<file path="config.mk">
export PLATFORM = sky130hd
export DESIGN_NAME = fir_filter_circular_buffer_flat
export DESIGN_NICKNAME = d
export VERILOG_FILES = /design/src/hw/rtl/fir_cb_pkg.sv /design/src/hw/rtl/fir_cb_if.sv /design/src/hw/rtl/fir_cb_hist.sv /design/src/hw/rtl/fir_cb_mac.sv /design/src/hw/rtl/fir_filter_circular_buffer.sv /design/src/flat_wrapper.sv
export SDC_FILE = /design/constraint.sdc
export NUM_CORES = 1
export LEC_CHECK = 0
export BUFFER_PORTS_ARGS = -buffer_cell sky130_fd_sc_hd__buf_2
export CORE_MARGIN = 3
export CORE_UTILIZATION = 65
export DETAILED_ROUTE_END_ITERATION = 8
export GPL_ROUTABILITY_DRIVEN = 0
export PLACE_DENSITY = 0.82
export REMOVE_ABC_BUFFERS = 1
export SKIP_CTS_REPAIR_TIMING = 1
export SLEW_MARGIN = 20
export SYNTH_ARGS = -nofsm -noshare
export SYNTH_HDL_FRONTEND = slang
export SYNTH_SLANG_ARGS = --single-unit
</file>
<file path="constraint.sdc">
create_clock -name clk_i -period 13.4 [get_ports clk_i]
set_input_delay 2.01 -clock clk_i [delete_from_list [all_inputs] [get_ports clk_i]]
set_output_delay 2.01 -clock clk_i [all_outputs]
set_load 0.02 [all_outputs]
</file>
<file path="src/hw/rtl/fir_cb_pkg.sv">
// Shared widths, limits and control types of the FIR filter.
`timescale 1ns / 1ps
`default_nettype none
package fir_cb_pkg;

  localparam int unsigned InWidth  = 16;
  localparam int unsigned OutWidth = 17;
  localparam int          OutMax   = 65535;
  localparam int          OutMin   = -65536;

  // Control from the sequencer to the multiply-accumulate unit.
  typedef struct packed {
    logic clear;  // start of a new sum
    logic valid;  // history read data is a tap to accumulate
  } mac_ctrl_t;

endpackage
`default_nettype wire

</file>
<file path="src/hw/rtl/fir_cb_if.sv">
// Request channel interfaces: input samples and filtered results.
`timescale 1ns / 1ps
`default_nettype none
interface fir_cb_sample_if;
  logic                                  valid;
  logic                                  ready;
  logic signed [fir_cb_pkg::InWidth-1:0] sample_in;

  modport source (output valid, output sample_in, input ready);
  modport sink   (input valid, input sample_in, output ready);
endinterface

interface fir_cb_result_if;
  logic                                   valid;
  logic                                   ready;
  logic signed [fir_cb_pkg::OutWidth-1:0] filtered_out;

  modport source (output valid, output filtered_out, input ready);
  modport sink   (input valid, input filtered_out, output ready);
endinterface
`default_nettype wire

</file>
<file path="src/hw/rtl/fir_cb_hist.sv">
// Circular sample history: synchronous memory with per-entry valid bits.
`timescale 1ns / 1ps
`default_nettype none
module fir_cb_hist #(
  parameter int unsigned Depth = 20,
  parameter int unsigned Width = 16,
  parameter int unsigned AddrW = 5
) (
  input  wire logic                    clk_i,
  input  wire logic                    rst_ni,
  input  wire logic                    we_i,
  input  wire logic [AddrW-1:0]        waddr_i,
  input  wire logic signed [Width-1:0] wdata_i,
  input  wire logic                    re_i,
  input  wire logic [AddrW-1:0]        raddr_i,
  output      logic signed [Width-1:0] rdata_o
);

  logic signed [Width-1:0] mem [Depth];
  logic [Depth-1:0]        vld_q;
  logic signed [Width-1:0] rdata_q;
  logic                    rvld_q;

  always_ff @(posedge clk_i) begin
    if (we_i) begin
      mem[waddr_i] <= wdata_i;
    end
    if (re_i) begin
      rdata_q <= mem[raddr_i];
    end
  end

  always_ff @(posedge clk_i or negedge rst_ni) begin
    if (!rst_ni) begin
      vld_q  <= '0;
      rvld_q <= 1'b0;
    end else begin
      if (we_i) begin
        vld_q[waddr_i] <= 1'b1;
      end
      if (re_i) begin
        rvld_q <= vld_q[raddr_i];
      end
    end
  end

  // Entries not written since reset read as zero.
  assign rdata_o = rvld_q ? rdata_q : '0;

endmodule
`default_nettype wire

</file>
<file path="src/hw/rtl/fir_cb_mac.sv">
// Shared multiply-accumulate: registered product, then running sum.
`timescale 1ns / 1ps
`default_nettype none
module fir_cb_mac #(
  parameter int unsigned SampleWidth = 16,
  parameter int unsigned CoefWidth   = 16,
  parameter int unsigned AccWidth    = 38
) (
  input  wire logic                          clk_i,
  input  wire logic                          rst_ni,
  input  wire fir_cb_pkg::mac_ctrl_t         ctrl_i,
  input  wire logic signed [SampleWidth-1:0] sample_i,
  output      logic signed [AccWidth-1:0]    acc_o,
  output      logic                          busy_o
);

  localparam int unsigned ProdWidth = SampleWidth + CoefWidth;
  // 0.1 in Q1.(CoefWidth-1), rounded to nearest.
  localparam logic signed [CoefWidth-1:0] Coef =
    CoefWidth'(((1 << (CoefWidth - 1)) + 5) / 10);

  logic signed [ProdWidth-1:0] prod_q;
  logic                        prod_vld_q;
  logic signed [AccWidth-1:0]  acc_q;

  always_ff @(posedge clk_i) begin
    if (ctrl_i.valid) begin
      prod_q <= sample_i * Coef;
    end
  end

  always_ff @(posedge clk_i or negedge rst_ni) begin
    if (!rst_ni) begin
      prod_vld_q <= 1'b0;
      acc_q      <= '0;
    end else begin
      prod_vld_q <= ctrl_i.valid;
      if (ctrl_i.clear) begin
        acc_q <= '0;
      end else if (prod_vld_q) begin
        acc_q <= acc_q + AccWidth'(prod_q);
      end
    end
  end

  assign acc_o  = acc_q;
  assign busy_o = prod_vld_q;

endmodule
`default_nettype wire

</file>
<file path="src/hw/rtl/fir_filter_circular_buffer.sv">
// Direct-form FIR filter over a circular sample history (top level).
//
// Channels: sample_if_i takes one signed 16-bit sample per request, result_if_o
// gives one 17-bit signed filtered sample per accepted input, in order.
// Each accepted sample is written into the history memory; the sequencer then
// reads the TAPS most recent samples newest first, one per cycle, through the
// single memory read port into one shared multiplier and accumulator.
// The sum is rounded half up, shifted by COEF_WIDTH-1 and saturated.
// One sample is in flight at a time; throughput is set by the history port,
// which gives one read per cycle, and by the idle state in which the next
// request is taken.
// Input ready is high only while the sequencer is idle. A finished result sits
// in the output register; a new sample is taken while it waits, and its sum
// is held until the receiver has taken the earlier result.
// Reset clears the write index and the history valid bits at once, so the
// history reads as zeros straight after reset with no clearing pass.
`timescale 1ns / 1ps
`default_nettype none
module fir_filter_circular_buffer #(
  parameter int unsigned TAPS         = 20,
  parameter int unsigned SAMPLE_WIDTH = 16,
  parameter int unsigned COEF_WIDTH   = 16
) (
  input wire logic        clk_i,
  input wire logic        rst_ni,
  fir_cb_sample_if.sink   sample_if_i,
  fir_cb_result_if.source result_if_o
);

  localparam int unsigned AddrW  = (TAPS > 1) ? $clog2(TAPS) : 1;
  localparam int unsigned AccW   = SAMPLE_WIDTH + COEF_WIDTH + AddrW + 1;
  localparam int unsigned OutW   = fir_cb_pkg::OutWidth;
  localparam int unsigned RndW   = AccW + OutW + 1;
  localparam int unsigned Shift  = COEF_WIDTH - 1;
  localparam logic [AddrW-1:0] LastIdx = AddrW'(TAPS - 1);

  localparam logic [1:0] ST_IDLE  = 2'd0;
  localparam logic [1:0] ST_RUN   = 2'd1;
  localparam logic [1:0] ST_DRAIN = 2'd2;
  localparam logic [1:0] ST_FIN   = 2'd3;

  logic [1:0]       state_q, state_d;
  logic [AddrW-1:0] wp_q, wp_d;
  logic [AddrW-1:0] rp_q, rp_d;
  logic [AddrW-1:0] cnt_q, cnt_d;
  logic             rd_vld_q;
  logic             out_vld_q;
  logic signed [OutW-1:0] out_q;

  logic                           in_acc;
  logic                           rd_en;
  logic                           out_free;
  logic signed [SAMPLE_WIDTH-1:0] sample_ext;
  logic signed [SAMPLE_WIDTH-1:0] hist_rdata;
  logic signed [AccW-1:0]         acc;
  logic                           mac_busy;
  fir_cb_pkg::mac_ctrl_t          mac_ctrl;
  logic signed [RndW-1:0]         rnd_sum;
  logic signed [RndW-1:0]         shifted;
  logic signed [OutW-1:0]         sat_val;

  assign in_acc   = sample_if_i.valid && sample_if_i.ready;
  assign out_free = !out_vld_q || result_if_o.ready;
  assign rd_en    = (state_q == ST_RUN);

  // Port bits above SAMPLE_WIDTH are dropped; sign comes from the top kept bit.
  assign sample_ext = signed'(SAMPLE_WIDTH'(unsigned'(sample_if_i.sample_in)));

  always_comb begin
    state_d = state_q;
    wp_d    = wp_q;
    rp_d    = rp_q;
    cnt_d   = cnt_q;
    unique case (state_q)
      ST_IDLE: begin
        if (in_acc) begin
          rp_d    = wp_q;
          wp_d    = (wp_q == LastIdx) ? '0 : wp_q + 1'b1;
          cnt_d   = '0;
          state_d = ST_RUN;
        end
      end
      ST_RUN: begin
        rp_d  = (rp_q == '0) ? LastIdx : rp_q - 1'b1;
        cnt_d = cnt_q + 1'b1;
        if (cnt_q == LastIdx) begin
          state_d = ST_DRAIN;
        end
      end
      ST_DRAIN: begin
        if (!rd_vld_q && !mac_busy) begin
          state_d = ST_FIN;
        end
      end
      ST_FIN: begin
        if (out_free) begin
          state_d = ST_IDLE;
        end
      end
      default: state_d = ST_IDLE;
    endcase
  end

  always_ff @(posedge clk_i or negedge rst_ni) begin
    if (!rst_ni) begin
      state_q   <= ST_IDLE;
      wp_q      <= '0;
      rp_q      <= '0;
      cnt_q     <= '0;
      rd_vld_q  <= 1'b0;
      out_vld_q <= 1'b0;
    end else begin
      state_q  <= state_d;
      wp_q     <= wp_d;
      rp_q     <= rp_d;
      cnt_q    <= cnt_d;
      rd_vld_q <= rd_en;
      if (state_q == ST_FIN && out_free) begin
        out_vld_q <= 1'b1;
      end else if (result_if_o.ready) begin
        out_vld_q <= 1'b0;
      end
    end
  end

  always_ff @(posedge clk_i) begin
    if (state_q == ST_FIN && out_free) begin
      out_q <= sat_val;
    end
  end

  fir_cb_hist #(
    .Depth (TAPS),
    .Width (SAMPLE_WIDTH),
    .AddrW (AddrW)
  ) u_hist (
    .clk_i   (clk_i),
    .rst_ni  (rst_ni),
    .we_i    (in_acc),
    .waddr_i (wp_q),
    .wdata_i (sample_ext),
    .re_i    (rd_en),
    .raddr_i (rp_q),
    .rdata_o (hist_rdata)
  );

  assign mac_ctrl.clear = in_acc;
  assign mac_ctrl.valid = rd_vld_q;

  fir_cb_mac #(
    .SampleWidth (SAMPLE_WIDTH),
    .CoefWidth   (COEF_WIDTH),
    .AccWidth    (AccW)
  ) u_mac (
    .clk_i    (clk_i),
    .rst_ni   (rst_ni),
    .ctrl_i   (mac_ctrl),
    .sample_i (hist_rdata),
    .acc_o    (acc),
    .busy_o   (mac_busy)
  );

  // Round half up, floor shift, clamp to the 17-bit range.
  always_comb begin
    rnd_sum = RndW'(acc) + (RndW'(1) <<< (Shift - 1));
    shifted = rnd_sum >>> Shift;
    priority if (shifted > RndW'(fir_cb_pkg::OutMax)) begin
      sat_val = OutW'(fir_cb_pkg::OutMax);
    end else if (shifted < RndW'(fir_cb_pkg::OutMin)) begin
      sat_val = OutW'(fir_cb_pkg::OutMin);
    end else begin
      sat_val = OutW'(shifted);
    end
  end

  assign sample_if_i.ready        = (state_q == ST_IDLE);
  assign result_if_o.valid        = out_vld_q;
  assign result_if_o.filtered_out = out_q;

  a_accept_starts_run: assert property (@(posedge clk_i) disable iff (!rst_ni)
    in_acc |=> (state_q == ST_RUN))
    else $error("accepted sample did not start a tap sweep");

  a_wp_in_range: assert property (@(posedge clk_i) disable iff (!rst_ni)
    wp_q <= LastIdx)
    else $error("history write index beyond last entry");

  a_fin_pipe_empty: assert property (@(posedge clk_i) disable iff (!rst_ni)
    (state_q == ST_FIN) |-> (!rd_vld_q && !mac_busy))
    else $error("sum finalised with taps still in flight");

  a_idle_mac_quiet: assert property (@(posedge clk_i) disable iff (!rst_ni)
    (state_q == ST_IDLE) |-> (!mac_busy && !rd_vld_q))
    else $error("accumulator active while sequencer idle");

endmodule
`default_nettype wire

</file>
<file path="src/flat_wrapper.sv">
// flat-port wrapper written by rule: the top's interface ports become plain ports
module fir_filter_circular_buffer_flat 
#(
  parameter int unsigned TAPS         = 20,
  parameter int unsigned SAMPLE_WIDTH = 16,
  parameter int unsigned COEF_WIDTH   = 16
)
  (clk_i, rst_ni, sample_if_i_valid, sample_if_i_sample_in, sample_if_i_ready, result_if_o_valid, result_if_o_filtered_out, result_if_o_ready);
  fir_cb_sample_if sample_if_i_i ();
  fir_cb_result_if result_if_o_i ();
  input wire logic clk_i;
  input wire logic rst_ni;
  input wire logic [$bits(sample_if_i_i.valid)-1:0] sample_if_i_valid;
  input wire logic [$bits(sample_if_i_i.sample_in)-1:0] sample_if_i_sample_in;
  output wire logic [$bits(sample_if_i_i.ready)-1:0] sample_if_i_ready;
  output wire logic [$bits(result_if_o_i.valid)-1:0] result_if_o_valid;
  output wire logic [$bits(result_if_o_i.filtered_out)-1:0] result_if_o_filtered_out;
  input wire logic [$bits(result_if_o_i.ready)-1:0] result_if_o_ready;
  assign sample_if_i_i.valid = sample_if_i_valid;
  assign sample_if_i_i.sample_in = sample_if_i_sample_in;
  assign sample_if_i_ready = sample_if_i_i.ready;
  assign result_if_o_valid = result_if_o_i.valid;
  assign result_if_o_filtered_out = result_if_o_i.filtered_out;
  assign result_if_o_i.ready = result_if_o_ready;
  fir_filter_circular_buffer #(.TAPS(TAPS), .SAMPLE_WIDTH(SAMPLE_WIDTH), .COEF_WIDTH(COEF_WIDTH)) u_core (.clk_i(clk_i), .rst_ni(rst_ni), .sample_if_i(sample_if_i_i), .result_if_o(result_if_o_i));
endmodule
</file>
# Word-level counts from Yosys, hierarchy flattened
# Memory sizes are Yosys's and may differ from the RTL's. A register that Yosys moved wholly into a read port is not among the register bits.
# Cells that the tools add are included.
[word_totals]
register_bits = 125
ramBits = 320
input_bits = 20
word_cells = 73
n_memories = 1
[op_classes]
add_sub_neg = 5
n_mul = 1
magnitude_cmp = 5
n_eq_ne = 9
mux = 23
n_bitwise = 1
reduce_logical = 16
[mem_list]
columns = ["memory", "depth", "width", "read_ports", "rd_ports_with_merged_regs", "wr", "line_no", "source"]
rows = [
  ["u_core.u_hist.mem", 20, 16, 1, 1, 1, "fir_cb_hist.sv:19", "logic signed [Width-1:0] mem [Depth];"],
]
[ops]
columns = ["op", "count"]
rows = [
  ["38-bit two-way mux", 2],
  ["38-bit by 16-bit adder with 39-bit output (second input constant)", 1],
  ["38-bit by 29-bit adder with 38-bit output", 1],
  ["16-bit by 13-bit multiplier with 29-bit output (second input constant)", 1],
  ["24-bit by 17-bit greater-than comparator with 1-bit output (second input constant)", 1],
  ["24-bit by 17-bit less-than comparator with 1-bit output (second input constant)", 1],
  ["5-bit two-way mux", 4],
  ["20-bit bitwise OR", 1],
  ["5-bit case mux with 2 select lines", 2],
  ["17-bit two-way mux", 1],
  ["16-bit two-way mux", 1],
  ["5-bit by 6-bit less-than comparator with 1-bit output (second input constant)", 2],
  ["5-bit by 1-bit adder with 5-bit output (second input constant)", 2],
  ["5-bit == test (second input constant)", 2],
  ["2-bit two-way mux", 4],
  ["2-bit case mux with 4 select lines", 1],
  ["1-bit two-way mux", 6],
  ["2-bit nonzero test", 3],
  ["1-bit binary-select mux with 5-bit select", 1],
  ["1-bit demux with 5-bit select", 1],
  ["5-bit by 1-bit greater-or-equal comparator with 1-bit output (second input constant)", 1],
  ["5-bit zero test", 1],
  ["5-bit by 1-bit subtractor with 5-bit output (second input constant)", 1],
  ["2-bit == test (second input constant)", 2],
  ["9 further kinds", 17],
]

# Logic depth before layout (Yosys ltp)
[depth]
word_depth = 5
mapped_depth = 23
mapped_depth_nobuf = 21

# Modules after synthesis
# From an unflattened synthesis, not the netlist that was laid out.
[unflattened]
hier_cells = 1787
hier_area_um2 = 24269.5
[modules_own_cells]
columns = ["module", "n_inst", "cells_each", "area_per_inst_um2"]
rows = [
  ["fir_cb_hist", 1, 669, 13775.7],
  ["fir_cb_mac", 1, 876, 8202.9],
  ["fir_filter_circular_buffer", 1, 242, 2290.9],
]

# Least setup slack after synthesis
# No wires, ideal clock.
[synth_timing]
path_kind = "flip-flop to flip-flop"
start = "register u_core.u_hist.rvld_q"
end = "register u_core.u_mac.prod_q[28] (netlist name)"
setup_time_ns = 0.262
arrival_time_ns = 5.165
required_time_ns = 13.138
setup_slack_ns = 7.972
stages_incl_launch_ff = 24
path_buffers = 2
synth_period_minus_slack_ns = 5.428
path_cell_list = "dfrtp_1 clkbuf_1 clkbuf_1 and2_1 ha_1 inv_1 fa_1 inv_1 ha_1 a21o_1 fa_1 inv_1 fa_1 inv_1 ha_1 and3_1 and4_1 a21oi_1 a31oi_1 nand2b_1 a311oi_2 a221o_1 a21oi_1 xnor2_1"
[synth_via]
elab_chain_cells = 2
[synth_rtl]
columns = ["item", "line_no", "source"]
rows = [
  ["from (decl)", "fir_cb_hist.sv:22", "logic rvld_q;"],
  ["from (signal assigned)", "fir_cb_hist.sv:42", "rvld_q <= vld_q[raddr_i];"],
  ["16-bit two-way mux", "fir_cb_hist.sv:48", "assign rdata_o = rvld_q ? rdata_q : '0;"],
  ["via u_core.hist_rdata[0]", "fir_filter_circular_buffer.sv:54", "logic signed [SAMPLE_WIDTH-1:0] hist_rdata;"],
  ["16-bit by 13-bit multiplier with 29-bit output", "fir_cb_mac.sv:28", "prod_q <= sample_i * Coef;"],
]
# The timed path passes the listed nets, and every way through them passes these cells.
# A chain may end at the register's enable or synchronous reset.

# Final worst setup path
[layout_timing]
start = "register u_core.u_hist.rvld_q"
end = "register u_core.u_mac.prod_q[28] (netlist name)"
[layout_via]
elab_chain_cells = 2
[layout_rtl]
columns = ["item", "line_no"]
rows = [
  ["16-bit two-way mux", "fir_cb_hist.sv:48"],
  ["16-bit by 13-bit multiplier with 29-bit output", "fir_cb_mac.sv:28"],
]
# No other way between the ends.

==> qor.csv <==
stage,metric,value,unit
logic_synthesis,syn_area,0.0240,mm^2
die,ios,39,
die,die_y,198,um
placement,numPortBuffers,38,
timing,setup_viol,0,
logic_synthesis,async_flop_share,17.1,%
finish,final_nets,1952,
drt,vias,14400,
clock_network,cts.sinks,461,
drt,ant_nets,0,
logic_synthesis,yosysMostFrequentCell,edfxtp_1,
timing,max_slew_margin,32.2,%
run,cap_violations,0,
timing,finalWorstPathRequiredPeriod,5.98,ns
logic_synthesis,yosysSeqAreaShare,55.9,%
critical_path,required,13.75,ns
critical_path,slowest_stage,dfrtp_1,
clock_network,clock_latency,0.60,ns
logic_synthesis,ys_types,83,
clock_network,ctsHtreeMaxLevel,2,
drt,wl_per_cell,23.5,um
critical_path,critPathLaunchType,flop,
finish,synthToLayoutAreaGrowth,10.2,%
critical_path,crit_chain,nand2_1 > fa_1 > inv_1 > ha_1 > fa_1 > inv_1 > fa_1 > inv_1 > ha_1 > and3_1 > and4_1 > a21oi_1 > a31oi_1 > nand2b_1 > a311oi_2 > a221o_1 > a21oi_1 > xnor2_1,
global_routing,overflow,0,
logic_synthesis,ys_ff_latch,461,
global_routing,gr-usage-all-layers,28.0,%
clock_network,cts-buffers-inserted,46,
logic_synthesis,syn_avg_cell_area,14.3,um^2
logic_synthesis,synth_edf_count,382,
die,fp.dieW,198,um
die,num_rows,69,
die,core-area,0.0360,mm^2
die,start_util,66.8,%
drt,postRouteWirelength,52.9,mm
clock_network,cts_tree,yes,
global_routing,grt_pass1_vias,14900,
critical_path,cpPeakStageDelay,0.79,ns
drt,viasPerCell,6.39,
critical_path,worstSetupPathType,reg -> reg,
logic_synthesis,yosysTopAreaCell,edfxtp_1,
logic_synthesis,synth_area_leaders,"edfxtp_1, mux4_2, dfrtp_1",
timing,fmax,167,MHz
logic_synthesis,synth_top_cell_area_share,47.7,%
timing,fin_worst_skew,0.0400,ns
clock_network,clk_pin_slew,0.07,ns
finish,drive_gt1_share,18.4,%
die,dieArea,0.0393,mm^2
drt,drtPass1Iterations,5,
logic_synthesis,synth.top_cells.by_count,"edfxtp_1, inv_1, ha_1",
timing,fin_crit_sh,44.6,%
global_routing,grt_start_max_net_pins,70,
timing,rsz0062_at_grt,false,
logic_synthesis,synth_warnings,0,
min_path,hold_path.class,reg -> reg,
clock_network,root_buffer,clkbuf_16,
finish,n_antenna_cell,0,
logic_synthesis,synthFlopType,edfxtp_1,
clock_network,clock_path_buffers,3,
finish,fillers,2153,
drt,drc,0,
logic_synthesis,postSynthCellCount,1687,
global_routing,grt_pass1_wl,83.6,mm
critical_path,crit_path_end_kind,flop,
critical_path,path_max_fanout,29,
timing,tightest_slew,1.02,ns
timing,slew_violations,0,
timing,fin_setup_tns,0,ns
placement,hpwlAfterDp,33.2,mm
critical_path,critPathArrivalTime,6.32,ns
drt,drtIter0Drc,1117,
timing,hold_viol_final,0,
global_routing,antenna_found_initial,1,
run_status,outcome,finished clean,
## stage by stage
step | setup WS [ns] | std cells | util (%) | hold slack [ns] | cell area, um^2
after global placement | 7.66 | 2164 | 68.9 | 0.447 | 24800
after detailed placement | 7.50 | 2164 | 68.9 | 0.451 | 24800
final | 7.42 | 2250 | 73.6 | 0.463 | 26500
after CTS | 7.47 | 2250 | 73.6 | 0.468 | 26500
after global routing | 6.96 | 2250 | 73.6 | 0.484 | 26500
after floorplan | 8.11 | 1635 | - | 0.434 | 23800
## worst max-delay path: cells and delay by family, from the launching register on
kind            cells  cell delay (ns)
compound gates      5             1.00
xor+xnor            1             0.12
fa+ha+maj           5             2.43
buf+inv             3             0.15
flops               1             0.79
simple gates        4             1.22
## registers in the layout (all words and copies together) (netlist names)
register                         count
u_core.u_mac.prod_q                 29
u_core.result_if_o.filtered_out     17
u_core.u_hist.rdata_q               16
u_core.rp_q                          5
u_core.state_q                       2
u_core.u_mac.busy_o                  1
u_core.rd_vld_q                      1
u_core.cnt_q                         5
u_core.result_if_o.valid             1
u_core.u_hist.vld_q                 20
u_core.wp_q                          5
u_core.u_hist.mem                  320
u_core.u_hist.rvld_q                 1
u_core.u_mac.acc_o                  38
## per-layer routing
layer | share of wire (%) | wire (um) | up-vias | GRT usage (%)
li1 | - | - | 6425 | -
met3 | 6.8 | 3620 | 165 | 5.10
met4 | 4.7 | 2460 | 0 | 11.9
met5 | 0 | 0 | - | 0
met2 | 51 | 26700 | 610 | 47.4
met1 | 38 | 20100 | 7176 | 36.2
## worst paths after layout
check | slack, ns | cells after the start | endpoint | startpoint
max | 7.42 | 18 | u_core.u_mac.prod_q[28] | u_core.u_hist.rvld_q
min | 0.46 | 1 | u_core.u_hist.vld_q[17] | u_core.u_hist.vld_q[17]
max reg2reg | 7.42 | 18 | u_core.u_mac.prod_q[28] | u_core.u_hist.rvld_q
min reg2reg | 0.46 | 1 | u_core.u_hist.vld_q[17] | u_core.u_hist.vld_q[17]
max in group asynchronous | 10.89 | 2 | u_core.rp_q[1] | rst_ni
min in group asynchronous | 1.29 | 1 | u_core.u_hist.vld_q[3] | rst_ni
## cell usage in the layout (no fill, tap or decap), drive strengths merged, types with 6 or more instances in the layout
master	Yosys	layout
mux4	101	101
o21bai	8	8
or2	24	24
clkbuf	27	54
a211oi	14	14
a21o	36	36
o21ai	70	70
buf	25	68
xor2	36	36
a31oi	7	7
inv	137	138
nand3	31	31
o211ai	6	6
mux2	20	20
clkinv	0	18
nor2	102	102
xnor2	53	53
and2	30	30
nand2	81	81
bufinv	0	10
fa	61	61
edfxtp	382	382
nand4	16	16
mux2i	29	29
nor3	16	16
o21a	13	13
and3	19	19
a21oi	73	73
nand2b	11	11
ha	120	120
dfrtp	79	79
## cell type report
| class | instances | area [um^2] | share of cell area [%] |
|---|---|---|---|
| timing repair buffer | 68 | 418 | 1.58 |
| clock inverter | 32 | 450 | 1.70 |
| clock buffer | 54 | 1220 | 4.61 |
| inverter | 137 | 514 | 1.94 |
| multi-input combinational | 1037 | 9850 | 37.2 |
| tap | 461 | 577 | 2.18 |
| sequential | 461 | 13500 | 50.8 |
## cells by family (layout without fill, tap and decap cells)
logic type	after synthesis	in the layout	synth area share (%)
AO/OA/AOI/OAI	261	261	7.19
XOR/XNOR	89	89	3.24
adder cells (fa/ha/maj)	181	181	11.3
buffers and inverters	189	291	3.19
flip-flops	461	461	55.9
multiplexers	150	150	11.6
AND/OR/NAND/NOR	356	356	7.52
Power is not shown: default switching activity piles up to over one toggle a cycle in this logic, so the estimate is an artifact.
